[src/rtl/ryp_pkg.sv]
// Shared types and constants of the RGB to planar YUV 4:2:0 converter.
package ryp_pkg;

    // Field widths.
    localparam int COMP_W   = 8;
    localparam int CFG_W    = 13;
    localparam int LUMA_W   = 24;
    localparam int OFF_W    = 25;
    localparam int PLANE_W  = 2;
    localparam int S_TDATA_W = 24;
    localparam int M_TDATA_W = 40;
    localparam int CFG_INDEX_W = 4;

    // Register indexes of the configuration port.
    localparam logic [CFG_INDEX_W-1:0] REG_FRAME_WIDTH  = 4'd0;
    localparam logic [CFG_INDEX_W-1:0] REG_FRAME_HEIGHT = 4'd1;

    // Register reset values.
    localparam logic [CFG_W-1:0] RESET_FRAME_WIDTH  = 13'd1920;
    localparam logic [CFG_W-1:0] RESET_FRAME_HEIGHT = 13'd1080;

    // Plane codes carried on the result channel.
    localparam logic [PLANE_W-1:0] PLANE_LUMA = 2'd0;
    localparam logic [PLANE_W-1:0] PLANE_CB   = 2'd1;
    localparam logic [PLANE_W-1:0] PLANE_CR   = 2'd2;

    // BT.601 integer coefficients, held at the width of the dot products.
    localparam int PROD_W    = 18;
    localparam int FRAC_BITS = 8;
    localparam logic signed [PROD_W-1:0] Y_R   = 18'sd66;
    localparam logic signed [PROD_W-1:0] Y_G   = 18'sd129;
    localparam logic signed [PROD_W-1:0] Y_B   = 18'sd25;
    localparam logic signed [PROD_W-1:0] Y_OFS = 18'sd16;
    localparam logic signed [PROD_W-1:0] CB_R  = -18'sd38;
    localparam logic signed [PROD_W-1:0] CB_G  = -18'sd74;
    localparam logic signed [PROD_W-1:0] CB_B  = 18'sd112;
    localparam logic signed [PROD_W-1:0] CR_R  = 18'sd112;
    localparam logic signed [PROD_W-1:0] CR_G  = -18'sd94;
    localparam logic signed [PROD_W-1:0] CR_B  = -18'sd18;
    localparam logic signed [PROD_W-1:0] C_OFS = 18'sd128;

    // Queue between the front and the back.
    localparam int QDEPTH   = 4;
    localparam int QADDR_W  = 2;
    localparam int QCOUNT_W = 3;
    localparam logic [QCOUNT_W-1:0] QFULL = 3'd4;

    // One classified pixel with its converted samples and destination offsets.
    typedef struct packed {
        logic              chroma;
        logic [LUMA_W-1:0] luma_off;
        logic [OFF_W-1:0]  cb_off;
        logic [OFF_W-1:0]  cr_off;
        logic [COMP_W-1:0] y_val;
        logic [COMP_W-1:0] cb_val;
        logic [COMP_W-1:0] cr_val;
    } entry_t;

endpackage

[src/rtl/ryp_front.sv]
// Front end: configuration, raster counters, color conversion and queue push.
module ryp_front #(
    parameter int MAX_WIDTH  = 4096,
    parameter int MAX_HEIGHT = 4096
) (
    input  logic                                aclk,
    input  logic                                aresetn,
    input  logic                                s_tvalid,
    output logic                                s_tready,
    input  logic [ryp_pkg::S_TDATA_W-1:0]       s_tdata,
    input  logic                                cfg_valid,
    output logic                                cfg_ready,
    input  logic [ryp_pkg::CFG_INDEX_W-1:0]     cfg_index,
    input  logic [ryp_pkg::CFG_W-1:0]           cfg_data,
    input  logic                                q_full,
    output logic                                q_push,
    output ryp_pkg::entry_t                     q_entry
);

    localparam int CFGX_W  = ryp_pkg::CFG_W + 1;
    localparam int EW_W    = $clog2(MAX_WIDTH + 1);
    localparam int EH_W    = $clog2(MAX_HEIGHT + 1);
    localparam int COL_W   = $clog2(MAX_WIDTH);
    localparam int ROW_W   = $clog2(MAX_HEIGHT);
    localparam int AREA_W  = EW_W + EH_W;
    localparam int AREA1_W = AREA_W + 1;
    localparam int OW      = ryp_pkg::OFF_W;
    localparam int LW      = ryp_pkg::LUMA_W;
    localparam int PW      = ryp_pkg::PROD_W;
    localparam int CW      = ryp_pkg::COMP_W;
    localparam logic [CFGX_W-1:0] MAX_W_X = CFGX_W'(MAX_WIDTH);
    localparam logic [CFGX_W-1:0] MAX_H_X = CFGX_W'(MAX_HEIGHT);
    localparam logic [CFGX_W-1:0] MIN_X   = CFGX_W'(2);

    // Width clamped to the supported range and forced even.
    function automatic logic [EW_W-1:0] clamp_width(input logic [ryp_pkg::CFG_W-1:0] v);
        logic [CFGX_W-1:0] vx;
        vx = {1'b0, v};
        if (vx < MIN_X) begin
            vx = MIN_X;
        end else if (vx > MAX_W_X) begin
            vx = MAX_W_X;
        end
        vx = vx & ~CFGX_W'(1);
        return EW_W'(vx);
    endfunction

    // Height clamped to the supported range.
    function automatic logic [EH_W-1:0] clamp_height(input logic [ryp_pkg::CFG_W-1:0] v);
        logic [CFGX_W-1:0] vx;
        vx = {1'b0, v};
        if (vx < MIN_X) begin
            vx = MIN_X;
        end else if (vx > MAX_H_X) begin
            vx = MAX_H_X;
        end
        return EH_W'(vx);
    endfunction

    logic [EW_W-1:0]               eff_w_reg;
    logic [EH_W-1:0]               eff_h_reg;
    logic                          pending_reg;
    logic [COL_W-1:0]              col_reg;
    logic [ROW_W-1:0]              row_reg;
    logic [ryp_pkg::LUMA_W-1:0]    luma_ptr_reg;
    logic [OW-1:0]                 cb_ptr_reg;
    logic [OW-1:0]                 cr_ptr_reg;
    logic [OW-1:0]                 cb_start_reg;
    logic [OW-1:0]                 cr_start_reg;

    logic [AREA_W-1:0]             area;
    logic [AREA1_W-1:0]            cr_full;
    logic [EW_W-1:0]               col_inc;
    logic [EH_W-1:0]               row_inc;
    logic                          chroma;
    logic                          cfg_write;

    logic [CW-1:0]                 s_red;
    logic [CW-1:0]                 s_green;
    logic [CW-1:0]                 s_blue;
    logic signed [PW-1:0]          r_s;
    logic signed [PW-1:0]          g_s;
    logic signed [PW-1:0]          b_s;
    logic signed [PW-1:0]          y_sum;
    logic signed [PW-1:0]          cb_sum;
    logic signed [PW-1:0]          cr_sum;

    // Pixels wait while the chroma base offsets are being recomputed or the queue is full.
    assign cfg_ready = 1'b1;
    assign cfg_write = cfg_valid && cfg_ready;
    assign s_tready  = !pending_reg && !q_full;
    assign q_push    = s_tvalid && s_tready;

    // Plane sizes for the chroma base offsets.
    assign area    = AREA_W'(eff_w_reg) * AREA_W'(eff_h_reg);
    assign cr_full = AREA1_W'(area) + AREA1_W'(area >> 2);

    // Raster position bookkeeping.
    assign col_inc = EW_W'(col_reg) + EW_W'(1);
    assign row_inc = EH_W'(row_reg) + EH_W'(1);
    assign chroma  = !row_reg[0] && !col_reg[0];

    // Unpack the pixel and form the three dot products.
    assign s_red   = s_tdata[7:0];
    assign s_green = s_tdata[15:8];
    assign s_blue  = s_tdata[23:16];
    assign r_s     = $signed({{(PW-CW){1'b0}}, s_red});
    assign g_s     = $signed({{(PW-CW){1'b0}}, s_green});
    assign b_s     = $signed({{(PW-CW){1'b0}}, s_blue});
    assign y_sum   = ryp_pkg::Y_R * r_s + ryp_pkg::Y_G * g_s + ryp_pkg::Y_B * b_s;
    assign cb_sum  = ryp_pkg::CB_R * r_s + ryp_pkg::CB_G * g_s + ryp_pkg::CB_B * b_s;
    assign cr_sum  = ryp_pkg::CR_R * r_s + ryp_pkg::CR_G * g_s + ryp_pkg::CR_B * b_s;

    // Queue entry: samples after the floor shift and offset, plus destinations.
    always_comb begin
        q_entry.chroma   = chroma;
        q_entry.luma_off = luma_ptr_reg;
        q_entry.cb_off   = cb_ptr_reg;
        q_entry.cr_off   = cr_ptr_reg;
        q_entry.y_val    = CW'((y_sum >>> ryp_pkg::FRAC_BITS) + ryp_pkg::Y_OFS);
        q_entry.cb_val   = CW'((cb_sum >>> ryp_pkg::FRAC_BITS) + ryp_pkg::C_OFS);
        q_entry.cr_val   = CW'((cr_sum >>> ryp_pkg::FRAC_BITS) + ryp_pkg::C_OFS);
    end

    // Configuration registers and frame restart.
    always_ff @(posedge aclk) begin
        if (!aresetn) begin
            eff_w_reg   <= clamp_width(ryp_pkg::RESET_FRAME_WIDTH);
            eff_h_reg   <= clamp_height(ryp_pkg::RESET_FRAME_HEIGHT);
            pending_reg <= 1'b1;
        end else if (cfg_write) begin
            if (cfg_index == ryp_pkg::REG_FRAME_WIDTH) begin
                eff_w_reg   <= clamp_width(cfg_data);
                pending_reg <= 1'b1;
            end else if (cfg_index == ryp_pkg::REG_FRAME_HEIGHT) begin
                eff_h_reg   <= clamp_height(cfg_data);
                pending_reg <= 1'b1;
            end
        end else begin
            pending_reg <= 1'b0;
        end
    end

    // Raster counters and destination pointers.
    always_ff @(posedge aclk) begin
        if (!aresetn) begin
            col_reg      <= '0;
            row_reg      <= '0;
            luma_ptr_reg <= '0;
            cb_ptr_reg   <= '0;
            cr_ptr_reg   <= '0;
            cb_start_reg <= '0;
            cr_start_reg <= '0;
        end else if (pending_reg) begin
            col_reg      <= '0;
            row_reg      <= '0;
            luma_ptr_reg <= '0;
            cb_start_reg <= OW'(area);
            cr_start_reg <= OW'(cr_full);
            cb_ptr_reg   <= OW'(area);
            cr_ptr_reg   <= OW'(cr_full);
        end else if (q_push) begin
            luma_ptr_reg <= luma_ptr_reg + LW'(1);
            if (chroma) begin
                cb_ptr_reg <= cb_ptr_reg + OW'(1);
                cr_ptr_reg <= cr_ptr_reg + OW'(1);
            end
            if (col_inc >= eff_w_reg) begin
                col_reg <= '0;
                if (row_inc >= eff_h_reg) begin
                    // End of frame: start over at the top of the planes.
                    row_reg      <= '0;
                    luma_ptr_reg <= '0;
                    cb_ptr_reg   <= cb_start_reg;
                    cr_ptr_reg   <= cr_start_reg;
                end else begin
                    row_reg <= ROW_W'(row_inc);
                end
            end else begin
                col_reg <= COL_W'(col_inc);
            end
        end
    end

`ifndef ASSERT_OFF
    // No pixel is taken while the base offsets are stale.
    a_no_accept_pending: assert property (@(posedge aclk) disable iff (!aresetn)
        pending_reg |-> !s_tready)
        else $error("pixel accepted during frame restart");
`endif

endmodule

[src/rtl/ryp_queue.sv]
// Short queue of classified pixels between the front end and the result sequencer.
module ryp_queue (
    input  logic            aclk,
    input  logic            aresetn,
    input  logic            push,
    input  ryp_pkg::entry_t push_entry,
    output logic            full,
    input  logic            pop,
    output logic            head_valid,
    output ryp_pkg::entry_t head_entry
);

    localparam int AW = ryp_pkg::QADDR_W;
    localparam int NW = ryp_pkg::QCOUNT_W;

    ryp_pkg::entry_t                  slot_reg [ryp_pkg::QDEPTH];
    logic [ryp_pkg::QADDR_W-1:0]      wr_ptr_reg;
    logic [ryp_pkg::QADDR_W-1:0]      rd_ptr_reg;
    logic [ryp_pkg::QCOUNT_W-1:0]     count_reg;

    assign full       = (count_reg == ryp_pkg::QFULL);
    assign head_valid = (count_reg != '0);
    assign head_entry = slot_reg[rd_ptr_reg];

    // Entry storage.
    always_ff @(posedge aclk) begin
        if (push) begin
            slot_reg[wr_ptr_reg] <= push_entry;
        end
    end

    // Pointers and fill count.
    always_ff @(posedge aclk) begin
        if (!aresetn) begin
            wr_ptr_reg <= '0;
            rd_ptr_reg <= '0;
            count_reg  <= '0;
        end else begin
            if (push) begin
                wr_ptr_reg <= wr_ptr_reg + AW'(1);
            end
            if (pop) begin
                rd_ptr_reg <= rd_ptr_reg + AW'(1);
            end
            if (push && !pop) begin
                count_reg <= count_reg + NW'(1);
            end else if (pop && !push) begin
                count_reg <= count_reg - NW'(1);
            end
        end
    end

`ifndef ASSERT_OFF
    // The front never pushes into a full queue.
    a_no_overflow: assert property (@(posedge aclk) disable iff (!aresetn)
        push |-> !full)
        else $error("queue overflow");

    // The back never pops an empty queue.
    a_no_underflow: assert property (@(posedge aclk) disable iff (!aresetn)
        pop |-> head_valid)
        else $error("queue underflow");
`endif

endmodule

[src/rtl/ryp_back.sv]
// Back end: turns each queued pixel into one or three results through an output register.
module ryp_back (
    input  logic                            aclk,
    input  logic                            aresetn,
    input  logic                            q_valid,
    input  ryp_pkg::entry_t                 q_entry,
    output logic                            q_pop,
    output logic                            m_tvalid,
    input  logic                            m_tready,
    output logic [ryp_pkg::M_TDATA_W-1:0]   m_tdata,
    output logic [ryp_pkg::PLANE_W-1:0]     m_tuser,
    output logic                            m_tlast
);

    localparam logic [1:0] STEP_LUMA = 2'd0;
    localparam logic [1:0] STEP_CB   = 2'd1;
    localparam logic [1:0] STEP_CR   = 2'd2;
    localparam int PAD_W = ryp_pkg::M_TDATA_W - ryp_pkg::OFF_W - ryp_pkg::COMP_W;

    logic [1:0]                     step_reg, step_next;
    logic                           valid_reg, valid_next;
    logic [ryp_pkg::PLANE_W-1:0]    plane_reg, plane_next;
    logic [ryp_pkg::OFF_W-1:0]      off_reg, off_next;
    logic [ryp_pkg::COMP_W-1:0]     sample_reg, sample_next;
    logic                           last_reg, last_next;
    logic                           load;

    // A new result enters when the output register is empty or being drained.
    assign load = q_valid && (!valid_reg || m_tready);

    // Result sequencer: luma, then Cb and Cr for chroma pixels.
    always_comb begin
        step_next   = step_reg;
        valid_next  = valid_reg && !m_tready;
        plane_next  = plane_reg;
        off_next    = off_reg;
        sample_next = sample_reg;
        last_next   = last_reg;
        q_pop       = 1'b0;
        if (load) begin
            case (step_reg)
                STEP_LUMA: begin
                    valid_next  = 1'b1;
                    plane_next  = ryp_pkg::PLANE_LUMA;
                    off_next    = {1'b0, q_entry.luma_off};
                    sample_next = q_entry.y_val;
                    last_next   = !q_entry.chroma;
                    if (q_entry.chroma) begin
                        step_next = STEP_CB;
                    end else begin
                        q_pop = 1'b1;
                    end
                end
                STEP_CB: begin
                    valid_next  = 1'b1;
                    plane_next  = ryp_pkg::PLANE_CB;
                    off_next    = q_entry.cb_off;
                    sample_next = q_entry.cb_val;
                    last_next   = 1'b0;
                    step_next   = STEP_CR;
                end
                STEP_CR: begin
                    valid_next  = 1'b1;
                    plane_next  = ryp_pkg::PLANE_CR;
                    off_next    = q_entry.cr_off;
                    sample_next = q_entry.cr_val;
                    last_next   = 1'b1;
                    step_next   = STEP_LUMA;
                    q_pop       = 1'b1;
                end
                default: begin
                    step_next = STEP_LUMA;
                end
            endcase
        end
    end

    // Control state.
    always_ff @(posedge aclk) begin
        if (!aresetn) begin
            step_reg  <= STEP_LUMA;
            valid_reg <= 1'b0;
        end else begin
            step_reg  <= step_next;
            valid_reg <= valid_next;
        end
    end

    // Output payload.
    always_ff @(posedge aclk) begin
        plane_reg  <= plane_next;
        off_reg    <= off_next;
        sample_reg <= sample_next;
        last_reg   <= last_next;
    end

    assign m_tvalid = valid_reg;
    assign m_tuser  = plane_reg;
    assign m_tlast  = last_reg;
    assign m_tdata  = {{PAD_W{1'b0}}, sample_reg, off_reg};

`ifndef ASSERT_OFF
    // A pixel in the middle of its results stays at the head of the queue.
    a_head_held: assert property (@(posedge aclk) disable iff (!aresetn)
        (step_reg != STEP_LUMA) |-> q_valid)
        else $error("queue head lost during chroma results");

    // Cr always closes a pixel.
    a_cr_last: assert property (@(posedge aclk) disable iff (!aresetn)
        (m_tvalid && (m_tuser == ryp_pkg::PLANE_CR)) |-> m_tlast)
        else $error("Cr result not marked last");

    // Cb is never the final result of a pixel.
    a_cb_not_last: assert property (@(posedge aclk) disable iff (!aresetn)
        (m_tvalid && (m_tuser == ryp_pkg::PLANE_CB)) |-> !m_tlast)
        else $error("Cb result marked last");
`endif

endmodule

[src/rtl/rgb_to_yuv420_planar_top.sv]
// Top level of the streaming RGB to planar YUV 4:2:0 converter.
//
// Each accepted RGB pixel yields a luma sample at its raster offset; pixels on even rows
// and even columns also yield Cb and Cr samples at the next places of the chroma planes,
// which start after the luma plane and after the quarter-size Cb plane. Results leave
// one per cycle from an output register while m_tready is high; a luma-only pixel
// yields one result and a chroma pixel three. A four-entry queue lets pixels enter while
// earlier ones are still being emitted. After reset and after every write to the frame
// width or height register the input stalls while the multiplier computes the chroma
// base offsets from the frame size.
module rgb_to_yuv420_planar_top #(
    parameter int MAX_WIDTH  = 4096,
    parameter int MAX_HEIGHT = 4096
) (
    input  logic                            aclk,
    input  logic                            aresetn,
    // s_tdata: red [7:0], green [15:8], blue [23:16].
    input  logic                            s_tvalid,
    output logic                            s_tready,
    input  logic [ryp_pkg::S_TDATA_W-1:0]   s_tdata,
    // m_tdata: buffer_offset [24:0], sample [32:25], zero pad [39:33].
    output logic                            m_tvalid,
    input  logic                            m_tready,
    output logic [ryp_pkg::M_TDATA_W-1:0]   m_tdata,
    // m_tuser: plane [1:0].
    output logic [ryp_pkg::PLANE_W-1:0]     m_tuser,
    output logic                            m_tlast,
    input  logic                            cfg_valid,
    output logic                            cfg_ready,
    input  logic [ryp_pkg::CFG_INDEX_W-1:0] cfg_index,
    input  logic [ryp_pkg::CFG_W-1:0]       cfg_data
);

    logic            q_full;
    logic            q_push;
    logic            q_pop;
    logic            q_valid;
    ryp_pkg::entry_t push_entry;
    ryp_pkg::entry_t head_entry;

    ryp_front #(
        .MAX_WIDTH  (MAX_WIDTH),
        .MAX_HEIGHT (MAX_HEIGHT)
    ) u_front (
        .aclk      (aclk),
        .aresetn   (aresetn),
        .s_tvalid  (s_tvalid),
        .s_tready  (s_tready),
        .s_tdata   (s_tdata),
        .cfg_valid (cfg_valid),
        .cfg_ready (cfg_ready),
        .cfg_index (cfg_index),
        .cfg_data  (cfg_data),
        .q_full    (q_full),
        .q_push    (q_push),
        .q_entry   (push_entry)
    );

    ryp_queue u_queue (
        .aclk       (aclk),
        .aresetn    (aresetn),
        .push       (q_push),
        .push_entry (push_entry),
        .full       (q_full),
        .pop        (q_pop),
        .head_valid (q_valid),
        .head_entry (head_entry)
    );

    ryp_back u_back (
        .aclk     (aclk),
        .aresetn  (aresetn),
        .q_valid  (q_valid),
        .q_entry  (head_entry),
        .q_pop    (q_pop),
        .m_tvalid (m_tvalid),
        .m_tready (m_tready),
        .m_tdata  (m_tdata),
        .m_tuser  (m_tuser),
        .m_tlast  (m_tlast)
    );

endmodule
[config.mk]
export PLATFORM = sky130hd
export DESIGN_NAME = rgb_to_yuv420_planar_top
export DESIGN_NICKNAME = d
export VERILOG_FILES = /design/src/rtl/ryp_pkg.sv /design/src/rtl/ryp_front.sv /design/src/rtl/ryp_queue.sv /design/src/rtl/ryp_back.sv /design/src/rtl/rgb_to_yuv420_planar_top.sv
export SDC_FILE = /design/constraint.sdc
export NUM_CORES = 2
export LEC_CHECK = 0
export ABC_AREA = 1
export BUFFER_PORTS_ARGS = -buffer_cell sky130_fd_sc_hd__buf_2
export CORE_ASPECT_RATIO = 0.5
export CORE_MARGIN = 1.5
export CORE_UTILIZATION = 23
export DETAILED_ROUTE_END_ITERATION = 6
export HOLD_SLACK_MARGIN = 0.05
export PLACE_DENSITY = 0.37
export REMOVE_ABC_BUFFERS = 1
export SKIP_CTS_REPAIR_TIMING = 1
export SYNTH_ARGS = -nofsm -noshare
export SYNTH_HDL_FRONTEND = slang
export SYNTH_SLANG_ARGS = --single-unit
[constraint.sdc]
create_clock -name aclk -period 9.63 [get_ports aclk]
set_input_delay 1.4445 -clock aclk [delete_from_list [all_inputs] [get_ports aclk]]
set_output_delay 1.4445 -clock aclk [all_outputs]
set_load 0.01 [all_outputs]
== After elaboration in Yosys (flattened, before gate mapping) ==
Memories as Yosys holds them, arrays and structs flattened. A register that Yosys moved wholly into a read port is not among the register bits.
Index checks and enable logic that the tools add are counted.

* Memories kept: 1
* Flip-flop bits (word level): 219
* Output and inout port bits: 46
* Memory bits (writable): 396
* Word-level logic and storage cells: 127

* Equal/unequal tests: 6
* Add/sub/neg operators: 19
* Muxes and demuxes: 36
* $lt $le $gt $ge: 4
* Reduce and logical (&&, ||, !) cells: 30
* Bitwise logic cells: 2
* Multiply operators: 10

{| class="wikitable"
|+ Memory list
! name !! words !! width !! rd ports !! clocked after memory_dff !! wr ports !! line !! RTL
|-
| u_queue.slot_reg || 4 || 99 || 1 || 1 || 1 || ryp_queue.sv:16 || <nowiki>ryp_pkg::entry_t slot_reg [ryp_pkg::QDEPTH];</nowiki>
|}

{| class="wikitable"
|+ Operators with widths
! operator !! number
|-
| 25-bit two-way mux || 10
|-
| 16-bit adder || 6
|-
| 25-bit one-hot mux with 3 select lines || 1
|-
| 25-bit by 1-bit adder with 25-bit output, second input constant || 2
|-
| 24-bit two-way mux || 2
|-
| 7-bit by 9-bit multiplier with 15-bit output, first input constant || 2
|-
| 12-bit by 1-bit adder with 13-bit output, second input constant || 2
|-
| 13-bit greater-or-equal comparator || 2
|-
| 13-bit two-way mux || 2
|-
| 25-bit by 24-bit adder with 25-bit output || 1
|-
| 12-bit by 13-bit multiplier with 25-bit output || 1
|-
| 24-bit by 1-bit adder with 24-bit output, second input constant || 1
|-
| 12-bit two-way mux || 2
|-
| 8-bit one-hot mux with 3 select lines || 1
|-
| 3-bit by 8-bit multiplier with 11-bit output, first input constant || 2
|-
| 8-bit adder, second input constant || 2
|-
| 8-bit by 8-bit multiplier with 16-bit output, first input constant || 1
|-
| 6-bit by 9-bit multiplier with 15-bit output, first input constant || 1
|-
| 5-bit by 9-bit multiplier with 14-bit output, first input constant || 1
|-
| 6-bit by 8-bit multiplier with 14-bit output, first input constant || 1
|-
| 13-bit greater-than comparator, second input constant || 1
|-
| 13-bit by 2-bit less-than comparator with 1-bit output, second input constant || 1
|-
| 5-bit by 8-bit multiplier with 13-bit output, first input constant || 1
|-
| 1-bit zero test || 9
|-
| other kinds (28) || 52
|}

== Depth between registers and ports, before layout ==
* Depth after elaboration: 8
* Gate-level depth with buffers: 35
* Mapped depth without buffers: 35

== Cells and area by module ==
From an unflattened synthesis, not the netlist that was laid out.

* Cells, all modules: 4390
* Area total of the unflattened synthesis: 40771.6 µm²

{| class="wikitable"
|+ Modules (own cells, without submodules)
! module !! seq. area each (µm²) !! area each (µm²) !! cells each !! times used
|-
| ryp_front || 3443.3 || 23620.2 || 3145 || 1
|-
| ryp_queue || 12071.6 || 15082.0 || 1016 || 1
|-
| ryp_back || 1141.1 || 2069.5 || 229 || 1
|}

== Worst setup path before layout ==
No wires, ideal clock.

* Path type: input port to flip-flop
* From: input port s_tdata[18] (netlist bit)
* To: memory u_queue.slot_reg[0][22] (netlist bit) (data pin)
* Data arrival time: 6.571 ns
* Setup time: 0.277 ns
* Slack: 2.782 ns
* Stages: 28
* Buffers on the path: 0
* Path through: ha_1 > ha_1 > inv_1 > fa_1 > inv_1 > ha_1 > nand2_1 > o21ai_0 > a21oi_1 > o21ai_0 > xnor2_1 > inv_1 > ha_1 > inv_1 > fa_1 > fa_1 > inv_1 > ha_1 > a21oi_1 > o21a_1 > nand3_1 > nand3_1 > nand2_1 > or2_2 > nand2_1 > inv_1 > ha_1 > xor2_1

{| class="wikitable"
|+ RTL lines
! what !! line !! RTL
|-
| start, declared || rgb_to_yuv420_planar_top.sv:20 || <nowiki>input logic [ryp_pkg::S_TDATA_W-1:0] s_tdata,</nowiki>
|-
| end, declared || ryp_queue.sv:16 ||
|}

== Final worst setup path ==
* From: register u_front.eff_w_reg[6]
* To: register u_front.cr_ptr_reg[23]

{| class="wikitable"
|+ RTL lines
! what !! line !! RTL
|-
| start, declared || ryp_front.sv:60 || <nowiki>logic [EW_W-1:0] eff_w_reg;</nowiki>
|-
| start signal, assigned || ryp_front.sv:128 || <nowiki>eff_w_reg <= clamp_width(ryp_pkg::RESET_FRAME_WIDTH);</nowiki>
|-
| start signal, assigned || ryp_front.sv:133 || <nowiki>eff_w_reg <= clamp_width(cfg_data);</nowiki>
|-
| 12-bit by 13-bit multiplier with 25-bit output || ryp_front.sv:95 || <nowiki>assign area = AREA_W'(eff_w_reg) * AREA_W'(eff_h_reg);</nowiki>
|-
| named net u_front.area[19] || ryp_front.sv:71 || <nowiki>logic [AREA_W-1:0] area;</nowiki>
|-
| 25-bit by 24-bit adder with 25-bit output || ryp_front.sv:96 || <nowiki>assign cr_full = AREA1_W'(area) + AREA1_W'(area >> 2);</nowiki>
|-
| 25-bit two-way mux || ryp_front.sv:154 || <nowiki>end else if (pending_reg) begin</nowiki>
|-
| end signal, assigned || ryp_front.sv:161 || <nowiki>cr_ptr_reg <= OW'(cr_full);</nowiki>
|-
| end signal, assigned || ryp_front.sv:166 || <nowiki>cr_ptr_reg <= cr_ptr_reg + OW'(1);</nowiki>
|-
| end signal, assigned || ryp_front.sv:175 || <nowiki>cr_ptr_reg <= cr_start_reg;</nowiki>
|-
| end, declared || ryp_front.sv:67 || <nowiki>logic [OW-1:0] cr_ptr_reg;</nowiki>
|}

The timed path passes the listed nets, and every way through them passes these cells. The select of a mux whose other input is x is not followed.
A chain may end at the register's enable or synchronous reset.

==> results.py <==
metrics = {
    "outcome": {
        "outcome": "finished clean",
    },
    "routing": {
        "drt-pass1-iter-count": 5,
        "wl_met2_mm": 56.6,
        "totalWireLength_mm": 119,
        "wl_per_cell_microns": 17.4,
        "via_count": 29600,
        "maxUsedRoutingLayer": "met4",
        "post-route-drc-count": 0,
        "drt.antenna.violating_nets": 0,
        "wl_met3_mm": 2.86,
        "via_per_inst": 4.32,
        "drt_iter0_markers": 1426,
        "drt-met1-wl_mm": 57.6,
    },
    "clocking": {
        "ctsLongestPathBuffers": 3,
        "numCtsBuffers": 72,
        "htree_levels": 3,
        "cts_sinks": 616,
        "path_clk_slew_ps": 60,
        "cts_tree": "built",
        "cts_root_buf": "clkbuf_16",
        "worstSkewPairLatency_ps": 670,
    },
    "floorplanning": {
        "dieArea_sq_um": 180000,
        "rows": 108,
        "initial_core_util_pct": 23.3,
        "die_h_microns": 300,
        "die_w_microns": 598,
        "coreArea_sq_um": 175000,
        "ios": 92,
    },
    "timing": {
        "relSlewSlack_pct": 39.0,
        "whs_ps": 458,
        "setup_viol": 0,
        "setup_tns_ps": 0,
        "skew_ps": 39.5,
        "rsz0062_at_grt": "no",
        "maxSlewViolCount": 0,
        "finalCritPeriodShare_pct": 74.6,
        "fin_crit_ps": 7190,
        "max_freq_mhz": 139,
        "worst_slew_pin_slew_ps": 914,
        "hold_violations": 0,
        "setup_slack_ps": 2440,
    },
    "yosys": {
        "syn_area_sq_um": 40700,
        "ys_seq_area_share_pct": 40.9,
        "synth_edf_count": 432,
        "ys_types": 60,
        "ys_seq_elements": 616,
        "synthTopCellsByCount": "704 x nand2_1, 680 x inv_1, 432 x edfxtp_1",
        "synthTopCellsByArea": "edfxtp_1 32%, ha_1 12%, fa_1 10%",
        "ys.flop_type": "edfxtp_1",
        "async_flop_share_pct": 0,
        "synth.most_common_cell": "nand2_1",
        "ys.warnings.count": 0,
        "syn_area_per_cell_sq_um": 9.26,
        "synth_top_area_share_pct": 31.9,
        "synth.largest_area_cell": "edfxtp_1",
        "synth_cells": 4391,
    },
    "worst_setup_path": {
        "cp_data_arrival_time_ps": 7750,
        "worstPathRequired_ps": 10200,
        "worstPathMaxFanout": 15,
        "criticalPathCategory": "reg -> reg",
        "worstSetupEndpointType": "flip-flop",
        "crit_path_start_kind": "flip-flop",
    },
    "cells_and_area": {
        "final_cells": 6847,
        "post-route-util_pct": 26.4,
        "num-nets-final": 5064,
        "area_growth_syn_to_layout_pct": 13.4,
        "drive_above_1_share_pct": 6.89,
        "largest_reg_flops": 396,
        "seq_area_sq_um": 16700,
        "final_cell_area_sq_um": 46100,
        "n_fill_cell": 18800,
        "insertedDiodeCount": 0,
        "multiInputGateArea_sq_um": 20800,
    },
    "place": {
        "gp_congestion": 0.834,
        "dp_cells": 6713,
        "numPortBuffers": 83,
        "dp_hpwl_mm": 84.9,
        "post-place-ws_ps": 2180,
        "placed_cell_area_sq_um": 43700,
    },
    "power_and_ir_drop": {
        "power.density_nw_per_um2": 299,
        "p_leak_nw": 19.9,
        "p_total_mw": 13.8,
        "vdd_drop_max_mv": 0.360,
    },
    "grt": {
        "grt_use_total_pct": 13.3,
        "grt_pass1_wl_mm": 185,
        "antenna_found_initial": 1,
        "grt_max_degree": 81,
        "first_global_vias": 30600,
        "grt_overflow": 0,
    },
    "flow_run": {
        "maxCapViolCount": 0,
    },
    "hold_path": {
        "worst_hold_path_type": "reg -> reg",
    },
}
==> worst max-delay path, cell delays in order, from the launching register on <==
cell	delay [ps]
dfxtp_1	780
nand2_1	190
fa_1	560
fa_1	530
inv_1	40
ha_1	310
fa_1	540
inv_1	50
fa_1	530
inv_1	40
ha_1	360
a21o_1	180
a21oi_1	200
o21ai_1	190
a21oi_1	260
o21ai_1	110
or2_2	290
and2_1	180
ha_1	380
nand3_1	170
nor3_1	300
o21ai_0	210
nand3_1	180
a21oi_1	80
o21ai_0	200
nand3_1	120
nand2_1	80
inv_1	30
==> where the power goes <==
| group | switching (mW) | internal (mW) |
|---|---|---|
| Clock | 1.16 | 1.63 |
| Combinational | 4.55 | 2.17 |
| Sequential | 0.239 | 4.02 |
==> cell usage in the layout (no fill, tap or decap), types with 72 or more instances in the layout <==
master and count:
nand2_1 704, inv_1 680, edfxtp_1 432, ha_1 385
o21ai_0 349, nor2_1 323, a21oi_1 232, fa_1 209
dfxtp_1 182, nand3_1 146, xor2_1 106, o22ai_1 104
buf_2 83, clkbuf_16 72
==> final cells by class <==
cell class	count	share of cell area, %
inverters	693	5.66
well taps	2365	6.41
flip-flops and latches	616	36.1
clock buffers	101	4.34
clock inverters	33	0.852
repair buffers	115	1.48
multi-input cells	2924	45.1
==> cells by family after synthesis <==
group | after synthesis | share of synthesized area, %
flops | 616 | 40.9
simple gates | 1323 | 13.7
compound gates | 824 | 11.3
other cells | 2 | 0.0185
xor+xnor | 173 | 3.76
fa+ha+maj | 596 | 22.2
buf+inv | 857 | 8.04
==> path summary, 6_finish.rpt <==
path	slack, ps	startpoint	to	cells past startpoint
setup / recovery	2440	u_front.eff_w_reg[6]$_SDFFE_PN0P_	u_front.cr_ptr_reg[23]$_SDFFE_PN0P_	27
hold / removal	460	u_front.cr_start_reg[23]$_SDFFE_PN0P_	u_front.cr_start_reg[23]$_SDFFE_PN0P_	2
setup reg to reg	2440	u_front.eff_w_reg[6]$_SDFFE_PN0P_	u_front.cr_ptr_reg[23]$_SDFFE_PN0P_	27
hold reg to reg	460	u_front.cr_start_reg[23]$_SDFFE_PN0P_	u_front.cr_start_reg[23]$_SDFFE_PN0P_	2
==> layer usage <==
| layer | track usage [%] | up-vias |
|---|---|---|
| li1 | - | 14600 |
| met4 | 2.80 | 0 |
| met2 | 23.0 | 356 |
| met3 | 1.51 | 128 |
| met1 | 17.8 | 14500 |
| met5 | 0 | - |
No activity file was read; power rests on OpenSTA's default activity.
